### src/rtl/fvd_pkg.sv
// ----------------------------------------------------------------------------
// fvd_pkg
// types, constants and helper functions of the field vector rotation block
// ----------------------------------------------------------------------------
package fvd_pkg;

    // raw sample width of every input component
    localparam int SAMPLE_WIDTH    = 16;
    localparam int FVD_QUEUE_DEPTH = 4;

    // Q1.14 one
    localparam logic signed [15:0] QONE = 16'sd16384;

    // register indexes of the configuration port
    localparam logic [2:0] CFG_MODE    = 3'd0;
    localparam logic [2:0] CFG_DEC_COS = 3'd1;
    localparam logic [2:0] CFG_DEC_SIN = 3'd2;
    localparam logic [2:0] CFG_DIP_COS = 3'd3;
    localparam logic [2:0] CFG_DIP_SIN = 3'd4;

    // mode codes
    localparam logic [1:0] MODE_BOTH    = 2'd0;
    localparam logic [1:0] MODE_DEC     = 2'd1;
    localparam logic [1:0] MODE_DIP     = 2'd2;

    typedef struct packed {
        logic signed [SAMPLE_WIDTH-1:0] mag_x;
        logic signed [SAMPLE_WIDTH-1:0] mag_y;
        logic signed [SAMPLE_WIDTH-1:0] mag_z;
        logic signed [SAMPLE_WIDTH-1:0] grav_x;
        logic signed [SAMPLE_WIDTH-1:0] grav_y;
        logic signed [SAMPLE_WIDTH-1:0] grav_z;
    } t_in_item;

    typedef struct packed {
        logic signed [15:0] out_x;
        logic signed [15:0] out_y;
        logic signed [15:0] out_z;
        logic               degenerate;
    } t_out_item;

    typedef struct packed {
        logic [1:0]         mode;
        logic signed [15:0] dec_cos;
        logic signed [15:0] dec_sin;
        logic signed [15:0] dip_cos;
        logic signed [15:0] dip_sin;
    } t_cfg;

    // one multiply-accumulate step of the cross and dot products
    typedef struct packed {
        logic [1:0] ki;
        logic [1:0] vi;
        logic       neg;
        logic       first;
        logic       wr;
        logic [1:0] tgt;
    } t_cr_op;

    localparam logic [1:0] TGT_DOT = 2'd3;

    // step table for k x v and k . v
    function automatic t_cr_op fvd_cr_step(input logic [3:0] st);
        t_cr_op op;
        op = '0;
        unique case (st)
            4'd0: op = '{ki: 2'd1, vi: 2'd2, neg: 1'b0, first: 1'b1, wr: 1'b0, tgt: 2'd0};
            4'd1: op = '{ki: 2'd2, vi: 2'd1, neg: 1'b1, first: 1'b0, wr: 1'b1, tgt: 2'd0};
            4'd2: op = '{ki: 2'd2, vi: 2'd0, neg: 1'b0, first: 1'b1, wr: 1'b0, tgt: 2'd1};
            4'd3: op = '{ki: 2'd0, vi: 2'd2, neg: 1'b1, first: 1'b0, wr: 1'b1, tgt: 2'd1};
            4'd4: op = '{ki: 2'd0, vi: 2'd1, neg: 1'b0, first: 1'b1, wr: 1'b0, tgt: 2'd2};
            4'd5: op = '{ki: 2'd1, vi: 2'd0, neg: 1'b1, first: 1'b0, wr: 1'b1, tgt: 2'd2};
            4'd6: op = '{ki: 2'd0, vi: 2'd0, neg: 1'b0, first: 1'b1, wr: 1'b0, tgt: TGT_DOT};
            4'd7: op = '{ki: 2'd1, vi: 2'd1, neg: 1'b0, first: 1'b0, wr: 1'b0, tgt: TGT_DOT};
            4'd8: op = '{ki: 2'd2, vi: 2'd2, neg: 1'b0, first: 1'b0, wr: 1'b1, tgt: TGT_DOT};
            default: op = '0;
        endcase
        return op;
    endfunction

    // Q.56 sum to Q1.14, half away from zero, limited to one
    function automatic logic signed [15:0] fvd_round_q56(input logic signed [65:0] acc);
        logic [65:0] mag;
        logic [23:0] m;
        mag = acc[65] ? 66'(-acc) : 66'(acc);
        mag = mag + (66'd1 << 41);
        m   = mag[65:42];
        if (m > 24'd16384) begin
            m = 24'd16384;
        end
        return acc[65] ? -16'(m) : 16'(m);
    endfunction

endpackage

### src/rtl/fvd_front.sv
// ----------------------------------------------------------------------------
// fvd_front
// accepts items and holds them in a short queue ahead of the rotation engine
// ----------------------------------------------------------------------------
module fvd_front import fvd_pkg::*; #(
    parameter int QUEUE_DEPTH = FVD_QUEUE_DEPTH
) (
    input  logic     i_clk,
    input  logic     i_rst_n,
    input  logic     i_push,
    input  t_in_item i_item,
    output logic     o_full,
    output logic     o_head_valid,
    output t_in_item o_head,
    input  logic     i_pop
);

    localparam int PTR_W = $clog2(QUEUE_DEPTH);
    localparam int CNT_W = $clog2(QUEUE_DEPTH + 1);
    localparam logic [PTR_W-1:0] PTR_LAST = PTR_W'(QUEUE_DEPTH - 1);
    localparam logic [CNT_W-1:0] CNT_FULL = CNT_W'(QUEUE_DEPTH);

    t_in_item         r_mem [QUEUE_DEPTH];
    logic [PTR_W-1:0] r_wr;
    logic [PTR_W-1:0] r_rd;
    logic [CNT_W-1:0] r_cnt;

    assign o_full       = (r_cnt == CNT_FULL);
    assign o_head_valid = (r_cnt != '0);
    assign o_head       = r_mem[r_rd];

    // storage write
    always_ff @(posedge i_clk) begin
        if (i_push) begin
            r_mem[r_wr] <= i_item;
        end
    end

    // pointers and fill count
    always_ff @(posedge i_clk) begin
        if (!i_rst_n) begin
            r_wr  <= '0;
            r_rd  <= '0;
            r_cnt <= '0;
        end else begin
            if (i_push) begin
                r_wr <= (r_wr == PTR_LAST) ? '0 : r_wr + 1'b1;
            end
            if (i_pop) begin
                r_rd <= (r_rd == PTR_LAST) ? '0 : r_rd + 1'b1;
            end
            unique case ({i_push, i_pop})
                2'b10:   r_cnt <= r_cnt + 1'b1;
                2'b01:   r_cnt <= r_cnt - 1'b1;
                default: r_cnt <= r_cnt;
            endcase
        end
    end

endmodule

### config.mk
export PLATFORM = sky130hd
export DESIGN_NAME = fvd_front
export DESIGN_NICKNAME = d
export VERILOG_FILES = /design/src/rtl/fvd_pkg.sv /design/src/rtl/fvd_front.sv
export SDC_FILE = /design/constraint.sdc
export NUM_CORES = 1
export LEC_CHECK = 0
export ABC_AREA = 1
export BUFFER_PORTS_ARGS = -buffer_cell sky130_fd_sc_hd__buf_2
export CORE_AREA = 2 2 166 168
export DETAILED_ROUTE_END_ITERATION = 8
export DIE_AREA = 0 0 168 170
export HOLD_SLACK_MARGIN = 0.08
export PLACE_DENSITY = 0.78
export SETUP_SLACK_MARGIN = 0.3
export SLEW_MARGIN = 20
export SYNTH_ARGS = -nofsm -noshare
export SYNTH_HDL_FRONTEND = slang
export SYNTH_SLANG_ARGS = --single-unit
### constraint.sdc
create_clock -name i_clk -period 6.84 [get_ports i_clk]
set_clock_uncertainty 0.05 [all_clocks]
set_input_delay 2.052 -clock i_clk [delete_from_list [all_inputs] [get_ports i_clk]]
set_output_delay 2.052 -clock i_clk [all_outputs]
set_load 0.01 [all_outputs]
==> summary.md <==
| Metric | Value |
|---|---|
| Status | `complete, no violations` |
| Nets | `1280` |
| Final slew viol count | `0` |
| Max_cap viols | `0` |
| Hold path endpoint | `r_wr[1]` |
| Initial antenna violation count | `6` |
| Later-pin clock latency in the skew report | `0.51 ns` |
| Num rows | `60` |
| Routed vias | `8776` |
| Post-CTS resize count | `0` |
| CTS Hold Bufs | `0` |
| Crit path arrival time | `3.20 ns` |
| Routed WL | `30260 µm` |
| GP Congestion | `0.7218` |
| Post-layout instance area | `0.01692 mm²` |
| Post-Synth Adder-Cell Area | `0.6453%` |
| Number of port buffers | `197` |
| Cell taking the most area after synthesis | `edfxtp_1` |
| Placement Setup Slack | `2.114 ns` |
| Worst Hold Class | `reg -> reg` |
| Layout cells sized above 1 | `21.72%` |
| Final setup margin | `1.537 ns` |
| Worst VDD drop | `0.2522 mV` |
| CTS buffer count | `38` |
| Pwr per Cell Area | `305.2 mW/mm²` |
| Post-CTS Setup Inserts | `0` |
| Largest cells by area after synthesis | `edfxtp_1 78%, nor2_1 5.0%, o22ai_1 4.1%` |
| Via-to-Cell Ratio | `5.695` |
| DRT iter0 DRCs | `893` |
| CTS root buffer | `clkbuf_16` |
| Setup_tns | `0 ns` |
| XOR/XNOR share of the synthesized area | `0%` |
| Worst-path clk slew | `0.06 ns` |
| FF-to-FF End | `r_mem[3][47]` |
| DRT antenna net count | `0` |
| Post-route insts no fill | `1541` |
| CTS tree | `done` |
| Critical path endpoint category | `primary output` |
| Total GRT Usage | `20.90%` |
| Die Width | `168 µm` |
| Syn nets | `1095` |
| Most frequent cells in the layout | `384 x edfxtp_1, 197 x nor2_1, 197 x buf_2` |
| Lkg Pwr | `5.916 nW` |
| Final hold vios | `0` |
| Synth top area share | `78.25%` |
| Io pins | `198` |
| Worst slew margin | `30.74%` |
| Mapped Cells | `988` |
| Most common cell after layout, fill and taps aside | `edfxtp_1` |
| R2r setup slk | `4.41 ns` |
| Die Span Y | `170 µm` |
| Pwr Total | `5.162 mW` |
| Hold Crit Depth | `2` |
| Detailed Place HPWL | `16520 µm` |
| First-pass GRT wire length | `46380 µm` |
| Syn_area_per_cell | `14.92 µm²` |
| Reg2Reg Depth | `4` |
| Post-DP Area | `0.01579 mm²` |
| Die area | `0.02856 mm²` |
| Hold Worst Slack | `0.4781 ns` |
| DR pass1 iterations | `5` |
| Netlist cell types | `21` |
| Worst Hold Launch | `r_wr[1]` |
| Flops & latches, synth | `393` |
| Final core utilization | `63.47%` |
| Area grow syn2layout | `14.79%` |
| Fin crit period | `5.303 ns` |
| DRC | `0` |
| RSZ-0062 raised after global routing | `false` |
| Placed cells | `1474` |
| # clock sinks | `393` |
| H-tree lvl count | `2` |
| Placeable Area | `0.02665 mm²` |
| Reg2reg start | `r_wr[0]` |
| Setup CP Type | `reg -> out` |
| Pin count of the biggest net entering global routing | `128` |
| Critical path data required time | `4.74 ns` |
| Fmax | `188.6 MHz` |
| Main combinational cell family by area after synthesis | `compound AO/OA/AOI/OAI gates` |
| CP startpoint kind | `register` |
| Post-synthesis mux area share | `0%` |
| Final worst path period share | `77.53%` |
| Final setup fails | `0` |
| Initial Util | `55.30%` |
| GRT overflow | `0` |
| CP max FO | `100` |
| CTS Buffer Depth | `3` |
| DR WL/cell | `19.64 µm` |
| Post-synthesis compound-gate area fraction | `10.90%` |
| Seq/Total Area, Yosys | `79.47%` |
| Simple-Gate Fraction of Synth Area | `5.434%` |
| Least-Margin Pin Slew | `1.039 ns` |
| Netlist Area Pre-Place | `0.01474 mm²` |
| Vias in the first global route | `8775` |
| Ys Warns | `0` |
## cells by family after synthesis
logic type	Yosys count
AO/OA/AOI/OAI	297
adder cells (fa/ha/maj)	7
flip-flops	393
buffers and inverters	80
AND/OR/NAND/NOR	211
## synthesized netlist by cell type
library cell,number
buf_4,9
nand3_1,2
fa_1,1
clkbuf_2,6
ha_1,6
inv_4,1
inv_1,16
dfxtp_1,9
buf_6,22
nor3_1,3
o22ai_1,96
inv_2,1
buf_2,11
nand4_1,1
edfxtp_1,384
a21oi_1,5
clkbuf_1,14
o21ai_1,91
o21ai_0,105
nand2_1,8
nor2_1,197
## final cells by class
cell class | instances | area, µm²
Sequential cell | 393 | 11720
Fill cell | 1949 | 9734
Multi-Input combinational cell | 515 | 2502
Timing Repair Buffer | 207 | 1061
Clock buffer | 49 | 1056
Tap cell | 341 | 426.7
Inverter | 18 | 82.58
Clock inverter | 15 | 63.81
Antenna cell | 3 | 7.507
## power breakdown
part | internal (mW) | switching, mW
Sequential | 2.75 | 0.0347
Clock | 1.08 | 0.810
Combinational | 0.159 | 0.324
Total | 3.99 | 1.17
## critical path, cell delays in order, from the launching register on
cell and delay [ns]:
dfxtp_4 0.97, buf_4 0.92, o21ai_0 0.29, o22ai_1 0.27, buf_2 0.17
## worst max-delay path by stage
| stage | startpoint | to | slack (ns) | cells past startpoint |
|---|---|---|---|---|
| 2_1_floorplan | i_push | r_mem[3][0] | 2.40 | 2 |
| 3_3_place_gp | register | o_head[75] | 2.19 | 4 |
| 3_5_place_dp | register | o_head[6] | 2.11 | 4 |
| 4_1_cts | register | o_head[25] | 1.53 | 4 |
| 5_1_grt | register | o_head[8] | 1.29 | 4 |
| 6_report | register | o_head[25] | 1.54 | 4 |
## sequential cells by signal (all words and copies together) (netlist names), named ones only
signal	count
r_cnt	3
r_mem	384
r_rd	2
r_wr	2
## metal layers
metal | part of all wire (%) | vias up | GRT usage [%]
met3 | 8.0 | 63 | 5.721
met2 | 48 | 310 | 34.21
met1 | 42 | 4304 | 27.50
li1 | - | 4095 | -
met5 | 0.089 | - | 0
met4 | 2.5 | 4 | 6.805
(Power assumes the default switching activity.)
